<file path="config.mk">
export PLATFORM = sky130hd
export DESIGN_NAME = orbit_camera_position_flat
export DESIGN_NICKNAME = d
export VERILOG_FILES = /design/src/rtl/core/ocp_pkg.sv /design/src/rtl/core/ocp_in_if.sv /design/src/rtl/core/ocp_out_if.sv /design/src/rtl/core/ocp_ctrl.sv /design/src/rtl/core/ocp_dpath.sv /design/src/rtl/core/orbit_camera_position.sv /design/src/flat_wrapper.sv
export SDC_FILE = /design/constraint.sdc
export NUM_CORES = 2
export LEC_CHECK = 0
export ABC_AREA = 1
export BUFFER_PORTS_ARGS = -buffer_cell sky130_fd_sc_hd__clkbuf_2
export CORE_MARGIN = 2
export CORE_UTILIZATION = 45
export DETAILED_ROUTE_END_ITERATION = 12
export GPL_ROUTABILITY_DRIVEN = 0
export MAX_ROUTING_LAYER = met4
export PLACE_DENSITY_LB_ADDON = 0.3
export SYNTH_ARGS = -nofsm -noshare
export SYNTH_HDL_FRONTEND = slang
export SYNTH_HIERARCHICAL = 1
export SYNTH_SLANG_ARGS = --single-unit
</file>
<file path="constraint.sdc">
create_clock -name clk_i -period 12.1 [get_ports clk_i]
set_input_delay 1.815 -clock clk_i [delete_from_list [all_inputs] [get_ports clk_i]]
set_output_delay 1.815 -clock clk_i [all_outputs]
set_load 0.02 [all_outputs]
</file>
<file path="src/rtl/core/ocp_pkg.sv">
// Shared types, widths and constants of the orbit camera position block.
package ocp_pkg;

  localparam int unsigned CMD_W     = 3;
  localparam int unsigned ANG_W     = 9;
  localparam int unsigned DELTA_W   = 9;
  localparam int unsigned POS_W     = 21;
  localparam int unsigned STEP_W    = 9;
  localparam int unsigned RADIUS_W  = 12;
  localparam int unsigned CFG_IDX_W = 1;
  localparam int unsigned CFG_W     = 12;

  localparam logic [ANG_W-1:0] FULL_TURN     = 9'd360;
  localparam logic [ANG_W-1:0] HALF_TURN     = 9'd180;
  localparam logic [ANG_W-1:0] QUARTER_TURN  = 9'd90;
  localparam logic [ANG_W-1:0] THREE_QUARTER = 9'd270;
  localparam int              ELEV_LOW      = -80;
  localparam int              ELEV_HIGH     = 80;

  typedef enum logic [CMD_W-1:0] {
    CMD_UP     = 3'd0,
    CMD_DOWN   = 3'd1,
    CMD_LEFT   = 3'd2,
    CMD_RIGHT  = 3'd3,
    CMD_SET_XY = 3'd4,
    CMD_QUERY  = 3'd5
  } cmd_e;

  typedef enum logic [CFG_IDX_W-1:0] {
    REG_STEP_DEGREES = 1'd0,
    REG_RADIUS       = 1'd1
  } cfg_reg_e;

  typedef enum logic [1:0] {
    OP_Y = 2'd0,
    OP_P = 2'd1,
    OP_X = 2'd2,
    OP_Z = 2'd3
  } mul_op_e;

  typedef struct packed {
    logic    accept;
    logic    look;
    logic    mul_en;
    mul_op_e mul_op;
    logic    out_load;
  } dp_cmd_t;

  localparam logic [15:0] SINE_Q15 [91] = '{
    16'd0,     16'd572,   16'd1144,  16'd1715,  16'd2286,  16'd2856,  16'd3425,
    16'd3993,  16'd4560,  16'd5126,  16'd5690,  16'd6252,  16'd6813,  16'd7371,
    16'd7927,  16'd8481,  16'd9032,  16'd9580,  16'd10126, 16'd10668, 16'd11207,
    16'd11743, 16'd12275, 16'd12803, 16'd13328, 16'd13848, 16'd14365, 16'd14876,
    16'd15384, 16'd15886, 16'd16384, 16'd16877, 16'd17364, 16'd17847, 16'd18324,
    16'd18795, 16'd19261, 16'd19720, 16'd20174, 16'd20622, 16'd21063, 16'd21498,
    16'd21926, 16'd22348, 16'd22763, 16'd23170, 16'd23571, 16'd23965, 16'd24351,
    16'd24730, 16'd25102, 16'd25466, 16'd25822, 16'd26170, 16'd26510, 16'd26842,
    16'd27166, 16'd27482, 16'd27789, 16'd28088, 16'd28378, 16'd28660, 16'd28932,
    16'd29197, 16'd29452, 16'd29698, 16'd29935, 16'd30163, 16'd30382, 16'd30592,
    16'd30792, 16'd30983, 16'd31164, 16'd31336, 16'd31499, 16'd31651, 16'd31795,
    16'd31928, 16'd32052, 16'd32166, 16'd32270, 16'd32365, 16'd32449, 16'd32524,
    16'd32588, 16'd32643, 16'd32688, 16'd32723, 16'd32748, 16'd32763, 16'd32768
  };

endpackage

</file>
<file path="src/rtl/core/ocp_in_if.sv">
// Command channel: valid/ready with the command payload.
interface ocp_in_if;
  import ocp_pkg::*;

  logic                      valid;
  logic                      ready;
  logic [CMD_W-1:0]          cmd;
  logic signed [DELTA_W-1:0] delta_elevation;
  logic signed [DELTA_W-1:0] delta_azimuth;

  modport source (output valid, cmd, delta_elevation, delta_azimuth, input ready);
  modport sink   (input valid, cmd, delta_elevation, delta_azimuth, output ready);
endinterface

</file>
<file path="src/rtl/core/ocp_out_if.sv">
// Result channel: valid/ready with the orbit point and current angles.
interface ocp_out_if;
  import ocp_pkg::*;

  logic                    valid;
  logic                    ready;
  logic signed [POS_W-1:0] pos_x;
  logic signed [POS_W-1:0] pos_y;
  logic signed [POS_W-1:0] pos_z;
  logic [ANG_W-1:0]        elevation_now;
  logic [ANG_W-1:0]        azimuth_now;

  modport source (output valid, pos_x, pos_y, pos_z, elevation_now, azimuth_now,
                  input ready);
  modport sink   (input valid, pos_x, pos_y, pos_z, elevation_now, azimuth_now,
                  output ready);
endinterface

</file>
<file path="src/rtl/core/ocp_ctrl.sv">
// Sequencer: steps one item through table lookup and four shared multiplies.
module ocp_ctrl (
  input  logic             clk_i,
  input  logic             rst_ni,
  input  logic             in_valid_i,
  output logic             in_ready_o,
  output logic             out_valid_o,
  input  logic             out_ready_i,
  output ocp_pkg::dp_cmd_t cmd_o
);
  import ocp_pkg::*;

  typedef enum logic [2:0] {
    ST_IDLE,
    ST_LOOK,
    ST_MUL_Y,
    ST_MUL_P,
    ST_MUL_X,
    ST_MUL_Z,
    ST_FIN
  } state_e;

  state_e state_q, state_d;
  logic   out_valid_q, out_valid_d;
  logic   slot_free;

  assign slot_free   = !out_valid_q || out_ready_i;
  assign in_ready_o  = (state_q == ST_IDLE);
  assign out_valid_o = out_valid_q;

  always_comb begin
    state_d        = state_q;
    out_valid_d    = out_valid_q && !out_ready_i;
    cmd_o          = '0;
    cmd_o.mul_op   = OP_Y;
    unique case (state_q)
      ST_IDLE: begin
        if (in_valid_i) begin
          cmd_o.accept = 1'b1;
          state_d      = ST_LOOK;
        end
      end
      ST_LOOK: begin
        cmd_o.look = 1'b1;
        state_d    = ST_MUL_Y;
      end
      ST_MUL_Y: begin
        cmd_o.mul_en = 1'b1;
        cmd_o.mul_op = OP_Y;
        state_d      = ST_MUL_P;
      end
      ST_MUL_P: begin
        cmd_o.mul_en = 1'b1;
        cmd_o.mul_op = OP_P;
        state_d      = ST_MUL_X;
      end
      ST_MUL_X: begin
        cmd_o.mul_en = 1'b1;
        cmd_o.mul_op = OP_X;
        state_d      = ST_MUL_Z;
      end
      ST_MUL_Z: begin
        cmd_o.mul_en = 1'b1;
        cmd_o.mul_op = OP_Z;
        state_d      = ST_FIN;
      end
      ST_FIN: begin
        if (slot_free) begin
          cmd_o.out_load = 1'b1;
          out_valid_d    = 1'b1;
          state_d        = ST_IDLE;
        end
      end
      default: state_d = ST_IDLE;
    endcase
  end

  always_ff @(posedge clk_i or negedge rst_ni) begin
    if (!rst_ni) begin
      state_q     <= ST_IDLE;
      out_valid_q <= 1'b0;
    end else begin
      state_q     <= state_d;
      out_valid_q <= out_valid_d;
    end
  end

endmodule

</file>
<file path="src/rtl/core/ocp_dpath.sv">
// Datapath: angle registers, sine table, shared multiplier, rounding, result register.
module ocp_dpath #(
  parameter int unsigned RADIUS_BITS    = 12,
  parameter int unsigned SINE_FRAC_BITS = 15,
  parameter int unsigned OUT_FRAC_BITS  = 8
) (
  input  logic                                    clk_i,
  input  logic                                    rst_ni,
  input  ocp_pkg::dp_cmd_t                        cmd_i,
  input  logic                                    cfg_we_i,
  input  logic [ocp_pkg::CFG_IDX_W-1:0]           cfg_idx_i,
  input  logic [ocp_pkg::CFG_W-1:0]               cfg_data_i,
  input  logic [ocp_pkg::CMD_W-1:0]               in_cmd_i,
  input  logic signed [ocp_pkg::DELTA_W-1:0]      in_delta_el_i,
  input  logic signed [ocp_pkg::DELTA_W-1:0]      in_delta_az_i,
  output logic signed [ocp_pkg::POS_W-1:0]        pos_x_o,
  output logic signed [ocp_pkg::POS_W-1:0]        pos_y_o,
  output logic signed [ocp_pkg::POS_W-1:0]        pos_z_o,
  output logic [ocp_pkg::ANG_W-1:0]               elevation_now_o,
  output logic [ocp_pkg::ANG_W-1:0]               azimuth_now_o
);
  import ocp_pkg::*;

  localparam int unsigned RW      = (RADIUS_BITS < RADIUS_W) ? RADIUS_BITS : RADIUS_W;
  localparam int unsigned SW      = SINE_FRAC_BITS + 1;
  localparam int unsigned PW      = RW + SW;
  localparam int unsigned MW      = PW + SW;
  localparam int unsigned EW      = MW + 16;
  localparam int unsigned TW      = 18;
  localparam int unsigned UP      = (SINE_FRAC_BITS >= 15) ? SINE_FRAC_BITS - 15 : 0;
  localparam int unsigned DN      = (SINE_FRAC_BITS >= 15) ? 0 : 15 - SINE_FRAC_BITS;
  localparam int unsigned SHY     = (SINE_FRAC_BITS >= OUT_FRAC_BITS) ?
                                    SINE_FRAC_BITS - OUT_FRAC_BITS : 0;
  localparam int unsigned LSY     = (SINE_FRAC_BITS >= OUT_FRAC_BITS) ?
                                    0 : OUT_FRAC_BITS - SINE_FRAC_BITS;
  localparam int unsigned SHXZ    = 2 * SINE_FRAC_BITS - OUT_FRAC_BITS;
  localparam logic [TW-1:0] HALF_DN   = TW'((64'd1 << DN) >> 1);
  localparam logic [EW-1:0] HALF_Y    = EW'((64'd1 << SHY) >> 1);
  localparam logic [EW-1:0] HALF_XZ   = EW'((64'd1 << SHXZ) >> 1);

  function automatic logic [ANG_W-1:0] add_wrap(input logic [ANG_W-1:0] a,
                                                input logic [ANG_W-1:0] b);
    logic [ANG_W:0] s;
    s = {1'b0, a} + {1'b0, b};
    return (s >= {1'b0, FULL_TURN}) ? ANG_W'(s - {1'b0, FULL_TURN}) : s[ANG_W-1:0];
  endfunction

  function automatic logic [ANG_W-1:0] sub_wrap(input logic [ANG_W-1:0] a,
                                                input logic [ANG_W-1:0] b);
    logic [ANG_W:0] s;
    s = {1'b0, a} + {1'b0, FULL_TURN} - {1'b0, b};
    return (s >= {1'b0, FULL_TURN}) ? ANG_W'(s - {1'b0, FULL_TURN}) : s[ANG_W-1:0];
  endfunction

  // {negative, magnitude} of the sine of an angle in 0..359
  function automatic logic [SW:0] sin_lookup(input logic [ANG_W-1:0] a);
    logic [ANG_W-1:0] f;
    logic [TW-1:0]    t;
    logic [TW-1:0]    sc;
    if (a <= QUARTER_TURN)       f = a;
    else if (a <= HALF_TURN)     f = HALF_TURN - a;
    else if (a <= THREE_QUARTER) f = a - HALF_TURN;
    else                         f = FULL_TURN - a;
    t  = TW'(SINE_Q15[f[6:0]]);
    sc = ((t + HALF_DN) >> DN) << UP;
    return {(a > HALF_TURN), sc[SW-1:0]};
  endfunction

  logic [STEP_W-1:0]   step_q;
  logic [RADIUS_W-1:0] radius_q;
  logic [ANG_W-1:0]    el_q, el_d, az_q, az_d;
  logic [ANG_W-1:0]    st;
  logic [SW:0]         l_s_el, l_c_el, l_s_az, l_c_az;
  logic [SW-1:0]       s_el_q, c_el_q, s_az_q, c_az_q;
  logic                neg_x_q, neg_y_q, neg_z_q;
  logic [PW-1:0]       proj_q, mul_a;
  logic [SW-1:0]       mul_b;
  logic [MW-1:0]       prod_q;
  logic [EW-1:0]       y_ext, xz_ext;
  logic [POS_W-1:0]    y_rnd, xz_rnd, x_q, y_q;

  logic signed [ANG_W:0]   se;
  logic signed [ANG_W+1:0] ne, sa;

  assign st = (step_q >= FULL_TURN) ? step_q - FULL_TURN : step_q;
  assign se = (el_q >= HALF_TURN) ? $signed({1'b0, el_q}) - $signed({1'b0, FULL_TURN})
                                  : $signed({1'b0, el_q});
  assign ne = (ANG_W+2)'(se) + (ANG_W+2)'(in_delta_el_i);
  assign sa = $signed({2'b00, az_q}) + (ANG_W+2)'(in_delta_az_i);

  always_comb begin
    el_d = el_q;
    az_d = az_q;
    unique case (in_cmd_i)
      CMD_UP:    el_d = add_wrap(el_q, st);
      CMD_DOWN:  el_d = sub_wrap(el_q, st);
      CMD_LEFT:  az_d = sub_wrap(az_q, st);
      CMD_RIGHT: az_d = add_wrap(az_q, st);
      CMD_SET_XY: begin
        if (ne > (ANG_W+2)'(ELEV_LOW) && ne < (ANG_W+2)'(ELEV_HIGH)) begin
          el_d = (ne < 0) ? ANG_W'(ne + $signed({2'b00, FULL_TURN})) : ANG_W'(ne);
        end
        if (sa < 0) begin
          az_d = ANG_W'(sa + $signed({2'b00, FULL_TURN}));
        end else if (sa >= $signed({2'b00, FULL_TURN})) begin
          az_d = ANG_W'(sa - $signed({2'b00, FULL_TURN}));
        end else begin
          az_d = ANG_W'(sa);
        end
      end
      default: ;
    endcase
  end

  assign l_s_el = sin_lookup(el_q);
  assign l_c_el = sin_lookup(add_wrap(el_q, QUARTER_TURN));
  assign l_s_az = sin_lookup(az_q);
  assign l_c_az = sin_lookup(add_wrap(az_q, QUARTER_TURN));

  always_comb begin
    unique case (cmd_i.mul_op)
      OP_Y: begin mul_a = PW'(radius_q[RW-1:0]); mul_b = s_el_q; end
      OP_P: begin mul_a = PW'(radius_q[RW-1:0]); mul_b = c_el_q; end
      OP_X: begin mul_a = prod_q[PW-1:0];        mul_b = c_az_q; end
      OP_Z: begin mul_a = proj_q;                mul_b = s_az_q; end
      default: begin mul_a = '0;                 mul_b = '0;     end
    endcase
  end

  assign y_ext  = ((EW'(prod_q) + HALF_Y) >> SHY) << LSY;
  assign xz_ext = (EW'(prod_q) + HALF_XZ) >> SHXZ;
  assign y_rnd  = y_ext[POS_W-1:0];
  assign xz_rnd = xz_ext[POS_W-1:0];

  always_ff @(posedge clk_i or negedge rst_ni) begin
    if (!rst_ni) begin
      step_q   <= STEP_W'(1);
      radius_q <= RADIUS_W'(5);
      el_q     <= '0;
      az_q     <= '0;
    end else begin
      if (cfg_we_i) begin
        unique case (cfg_idx_i)
          REG_STEP_DEGREES: step_q   <= cfg_data_i[STEP_W-1:0];
          REG_RADIUS:       radius_q <= cfg_data_i[RADIUS_W-1:0];
          default: ;
        endcase
      end
      if (cmd_i.accept) begin
        el_q <= el_d;
        az_q <= az_d;
      end
    end
  end

  always_ff @(posedge clk_i) begin
    if (cmd_i.look) begin
      s_el_q  <= l_s_el[SW-1:0];
      c_el_q  <= l_c_el[SW-1:0];
      s_az_q  <= l_s_az[SW-1:0];
      c_az_q  <= l_c_az[SW-1:0];
      neg_y_q <= l_s_el[SW];
      neg_x_q <= l_c_el[SW] ^ l_c_az[SW];
      neg_z_q <= ~(l_c_el[SW] ^ l_s_az[SW]);
    end
    if (cmd_i.mul_en) begin
      prod_q <= MW'(mul_a) * MW'(mul_b);
      unique case (cmd_i.mul_op)
        OP_P:    y_q    <= neg_y_q ? POS_W'(-y_rnd) : y_rnd;
        OP_X:    proj_q <= prod_q[PW-1:0];
        OP_Z:    x_q    <= neg_x_q ? POS_W'(-xz_rnd) : xz_rnd;
        default: ;
      endcase
    end
    if (cmd_i.out_load) begin
      pos_x_o         <= x_q;
      pos_y_o         <= y_q;
      pos_z_o         <= neg_z_q ? POS_W'(-xz_rnd) : xz_rnd;
      elevation_now_o <= el_q;
      azimuth_now_o   <= az_q;
    end
  end

endmodule

</file>
<file path="src/rtl/core/orbit_camera_position.sv">
// Orbit camera position: top level joining the sequencer and the datapath.
// A command steps through a lookup state, four multiply states that share the
// single multiplier in turn, and a finish state that loads the result once the
// output register is free. No new command is taken until the finish state is left.
// A finished result waits in the output register while the next command is taken.
// Reset: elevation and azimuth 0, step_degrees 1, radius 5, no result pending.
module orbit_camera_position #(
  parameter int unsigned RADIUS_BITS    = 12,
  parameter int unsigned SINE_FRAC_BITS = 15,
  parameter int unsigned OUT_FRAC_BITS  = 8
) (
  input  logic                          clk_i,
  input  logic                          rst_ni,
  input  logic                          cfg_we_i,
  input  logic [ocp_pkg::CFG_IDX_W-1:0] cfg_idx_i,
  input  logic [ocp_pkg::CFG_W-1:0]     cfg_data_i,
  ocp_in_if.sink                        in_i,
  ocp_out_if.source                     out_o
);
  import ocp_pkg::*;

  dp_cmd_t dp_cmd;

  ocp_ctrl u_ctrl (
    .clk_i       (clk_i),
    .rst_ni      (rst_ni),
    .in_valid_i  (in_i.valid),
    .in_ready_o  (in_i.ready),
    .out_valid_o (out_o.valid),
    .out_ready_i (out_o.ready),
    .cmd_o       (dp_cmd)
  );

  ocp_dpath #(
    .RADIUS_BITS    (RADIUS_BITS),
    .SINE_FRAC_BITS (SINE_FRAC_BITS),
    .OUT_FRAC_BITS  (OUT_FRAC_BITS)
  ) u_dpath (
    .clk_i           (clk_i),
    .rst_ni          (rst_ni),
    .cmd_i           (dp_cmd),
    .cfg_we_i        (cfg_we_i),
    .cfg_idx_i       (cfg_idx_i),
    .cfg_data_i      (cfg_data_i),
    .in_cmd_i        (in_i.cmd),
    .in_delta_el_i   (in_i.delta_elevation),
    .in_delta_az_i   (in_i.delta_azimuth),
    .pos_x_o         (out_o.pos_x),
    .pos_y_o         (out_o.pos_y),
    .pos_z_o         (out_o.pos_z),
    .elevation_now_o (out_o.elevation_now),
    .azimuth_now_o   (out_o.azimuth_now)
  );

endmodule

</file>
<file path="src/flat_wrapper.sv">
// flat-port wrapper written by rule: the top's interface ports become plain ports
module orbit_camera_position_flat import ocp_pkg::*;
#(
  parameter int unsigned RADIUS_BITS    = 12,
  parameter int unsigned SINE_FRAC_BITS = 15,
  parameter int unsigned OUT_FRAC_BITS  = 8
)
  (clk_i, rst_ni, cfg_we_i, cfg_idx_i, cfg_data_i, in_i_valid, in_i_cmd, in_i_delta_elevation, in_i_delta_azimuth, in_i_ready, out_o_valid, out_o_pos_x, out_o_pos_y, out_o_pos_z, out_o_elevation_now, out_o_azimuth_now, out_o_ready);
  ocp_in_if in_i_i ();
  ocp_out_if out_o_i ();
  input  logic clk_i;
  input  logic rst_ni;
  input  logic cfg_we_i;
  input  logic [ocp_pkg::CFG_IDX_W-1:0] cfg_idx_i;
  input  logic [ocp_pkg::CFG_W-1:0] cfg_data_i;
  input wire logic [$bits(in_i_i.valid)-1:0] in_i_valid;
  input wire logic [$bits(in_i_i.cmd)-1:0] in_i_cmd;
  input wire logic [$bits(in_i_i.delta_elevation)-1:0] in_i_delta_elevation;
  input wire logic [$bits(in_i_i.delta_azimuth)-1:0] in_i_delta_azimuth;
  output wire logic [$bits(in_i_i.ready)-1:0] in_i_ready;
  output wire logic [$bits(out_o_i.valid)-1:0] out_o_valid;
  output wire logic [$bits(out_o_i.pos_x)-1:0] out_o_pos_x;
  output wire logic [$bits(out_o_i.pos_y)-1:0] out_o_pos_y;
  output wire logic [$bits(out_o_i.pos_z)-1:0] out_o_pos_z;
  output wire logic [$bits(out_o_i.elevation_now)-1:0] out_o_elevation_now;
  output wire logic [$bits(out_o_i.azimuth_now)-1:0] out_o_azimuth_now;
  input wire logic [$bits(out_o_i.ready)-1:0] out_o_ready;
  assign in_i_i.valid = in_i_valid;
  assign in_i_i.cmd = in_i_cmd;
  assign in_i_i.delta_elevation = in_i_delta_elevation;
  assign in_i_i.delta_azimuth = in_i_delta_azimuth;
  assign in_i_ready = in_i_i.ready;
  assign out_o_valid = out_o_i.valid;
  assign out_o_pos_x = out_o_i.pos_x;
  assign out_o_pos_y = out_o_i.pos_y;
  assign out_o_pos_z = out_o_i.pos_z;
  assign out_o_elevation_now = out_o_i.elevation_now;
  assign out_o_azimuth_now = out_o_i.azimuth_now;
  assign out_o_i.ready = out_o_ready;
  orbit_camera_position #(.RADIUS_BITS(RADIUS_BITS), .SINE_FRAC_BITS(SINE_FRAC_BITS), .OUT_FRAC_BITS(OUT_FRAC_BITS)) u_core (.clk_i(clk_i), .rst_ni(rst_ni), .cfg_we_i(cfg_we_i), .cfg_idx_i(cfg_idx_i), .cfg_data_i(cfg_data_i), .in_i(in_i_i), .out_o(out_o_i));
endmodule
</file>
==> impl_metrics.yaml <==
route:
  via_count: 35730
  final_antenna_net_count: 0
  via_per_inst: 5.57
  drtPass1Iterations: 9
  wl_um: 116000
  drc_errors: 0
  drt_first_iter_violations: 3981
  wl_per_cell_um: 18.0
flow_run:
  maxCapViolations: 0
clock_network:
  ctsHoldBuffers: 0
  clk_pin_slew_worst_paths_ns: 0.06
  cts-resized-gates: 0
  root_buffer: "clkbuf_16"
  cts_tree: "built"
  cts_buffers: 37
  cts.sinks: 304
  insertion_delay_ns: 0.59
  cts_buffer_depth: 3
  htreeDepth: 2
  cts_setup_buffers: 0
critical_path:
  slowest_delay_ns: 0.77
  worstSetupPathType: "flip-flop to flip-flop"
  r2r_start: "u_core/u_ctrl/state_q[1]"
  end_kind: "flip-flop"
  reg2regPathDepth: 29
  arrival_ns: 10.71
  path_max_fanout: 19
  rr_endpoint: "u_core/u_dpath/prod_q[42]"
  path_common_cell: "fa_1"
  r2r_setup_slack_ns: 1.68
  critPathLaunchType: "flip-flop"
  cp_slowest_cell: "clkinv_1"
  crit_required_ns: 12.40
min_path:
  hold_start: "u_core/u_dpath/x_q[7]"
  hold_depth: 0
  worstHoldEndpoint: "u_core/u_dpath/pos_x_o[7]"
  hp-class: "flip-flop to flip-flop"
finish:
  instances_no_fill: 6415
  multi_input_area_um2: 26300
  antenna_cells: 0
  layout-drive-gt1-share: 0.0703
  syn_to_final_growth_pct: 7.84
  seq_area_um2: 8920
  nets: 5918
  fillers: 8468
global_route:
  antenna_found_initial: 0
  globalRoute.totalOverflow: 0
  grt_pass1_wl_um: 185000
  grt_pass1_vias: 34922
  track_usage: 0.264
  grt_start_max_net_pins: 68
yosys:
  syn_avg_cell_area_um2: 7.59
  async_flop_share: 0.141
  synth_cells: 5179
  yosysWarnings: 6
  synth_area_leaders: "edfxtp_1 (20%), fa_1 (19%), nand2_1 (12%), ha_1 (8.9%), inv_1 (8.1%)"
  synth_top_area_share: 0.199
  ys_seq_elements: 304
  yosysMostFrequentCell: "nand2_1"
  synth-seq-area-share: 0.227
  synth_fp_nets: 5866
  synthFlopType: "edfxtp_1"
  ys_types: 67
  synth_top_area_cell: "edfxtp_1"
  syn_area_um2: 39300
  synthTopCellsByCount: "nand2_1 (1260), inv_1 (853), nor2_1 (452), fa_1 (367), nand3_1 (329)"
  synth-edff-count: 261
timing:
  worst_slew_pin_slew_ns: 1.30
  rsz0062_at_grt: "no"
  period_share: 0.861
  relSlewSlack: 0.127
  clock_skew_ns: 0.0468
  fmax_mhz: 96.0
  min_period_ns: 10.42
  slew_viol_final: 0
  tns_ns: 0
  final_hold_viol_count: 0
  finalSetupViolations: 0
floorplanning:
  core_area_um2: 86600
  num_rows: 108
  die_area_um2: 89700
  initial_utilization: 0.454
  die_h_um: 300
  pin_count: 122
  die_x_um: 300
place:
  port-buffer-count: 121
  dp_hpwl_um: 90100
  dp_cells: 6347
status:
  status: "completed"
[registers in the layout, summed over array words and instances (netlist names)]
name,count
u_core/u_dpath/pos_x_o,21
u_core/u_dpath/proj_q,28
u_core/u_dpath/c_el_q,16
u_core/u_dpath/radius_q,12
u_core/u_dpath/el_q,9
u_core/u_dpath/step_q,9
u_core/u_dpath/az_q,9
u_core/u_ctrl/out_valid_o,1
u_core/u_dpath/neg_y_q,1
u_core/u_dpath/x_q,21
u_core/u_dpath/neg_x_q,1
u_core/u_ctrl/state_q,3
u_core/u_dpath/neg_z_q,1
u_core/u_dpath/prod_q,43
u_core/u_dpath/s_az_q,16
u_core/u_dpath/pos_y_o,21
u_core/u_dpath/s_el_q,16
u_core/u_dpath/c_az_q,16
u_core/u_dpath/elevation_now_o,9
u_core/u_dpath/pos_z_o,21
u_core/u_dpath/azimuth_now_o,9
u_core/u_dpath/y_q,21
[cell usage in the layout, fill, tap and decap left out, drive strengths merged, types with 10 or more instances in the layout]
master / n
a211oi: 13
o211ai: 49
a31oi: 16
xnor2: 47
o21bai: 15
dfrtp: 40
o21ai: 306
a21oi: 228
clkinv: 42
nand4: 23
nor2: 463
fa: 367
buf: 51
o22a: 11
o22ai: 24
nor3: 36
clkbuf: 162
xor2: 138
nand3: 336
o21a: 20
or2: 25
ha: 281
nand2: 1300
nand3b: 11
a221oi: 23
edfxtp: 261
o31ai: 10
inv: 882
[logic make-up after synthesis]
logic type               count (synthesis)  share of synthesized area
AO/OA/AOI/OAI                          767                      0.115
XOR/XNOR                               185                     0.0418
adder cells (fa/ha/maj)                648                      0.276
buffers and inverters                 1065                      0.106
flip-flops                             304                      0.227
multiplexers                             4                    0.00111
AND/OR/NAND/NOR                       2206                      0.233
[worst max path at each step]
| stage | slack, ns | start | to | cells past startpoint |
|---|---|---|---|---|
| CTS | 1.81 | u_core/u_ctrl/state_q[1] | u_core/u_dpath/prod_q[42] | 29 |
| floorplan | 3.99 | u_core/u_ctrl/state_q[1] | u_core/u_dpath/prod_q[42] | 33 |
| global placement | 2.15 | u_core/u_ctrl/state_q[1] | u_core/u_dpath/prod_q[42] | 29 |
| global route | 1.11 | u_core/u_ctrl/state_q[1] | u_core/u_dpath/prod_q[42] | 29 |
| detailed placement | 1.87 | u_core/u_ctrl/state_q[1] | u_core/u_dpath/prod_q[42] | 29 |
| finish | 1.68 | u_core/u_ctrl/state_q[1] | u_core/u_dpath/prod_q[42] | 29 |
[per-stage QoR]
step | setup WS (ns) | area [um^2] | utilization | hold slack, ns
2_1_floorplan | 3.99 | 39300 | - | 0.400
3_3_place_gp | 2.15 | 41000 | 0.474 | 0.402
3_5_place_dp | 1.87 | 41000 | 0.474 | 0.405
4_1_cts | 1.81 | 42400 | 0.489 | 0.419
5_1_grt | 1.11 | 42400 | 0.489 | 0.424
6_report | 1.68 | 42400 | 0.489 | 0.418
[area by class of cell]
cell class,instances,area share
clock buffer,41,0.0222
clock inverter,27,0.00924
inverter,906,0.0804
multi-input combinational,3810,0.620
sequential,304,0.210
tap,1155,0.0341
timing repair buffer,172,0.0233
[worst max-delay path: cells and delay by family (launching register included)]
family          cells  cell delay (ns)
simple gates        3             0.72
xor+xnor            1             0.09
flops               1             0.46
compound gates     11             3.24
fa+ha+maj           8             3.93
buf+inv             6             1.67
[metal layers]
layer  part of all wire  vias to the layer above  track usage
met5                  0                        -            -
met3              0.087                      387       0.0391
li1                   -                    16665            -
met2               0.47                     1883        0.431
met1               0.40                    16795        0.334
met4              0.041                        0       0.0921
Power is not shown: default switching activity piles up to over one toggle a cycle in this logic, so the estimate is an artifact.
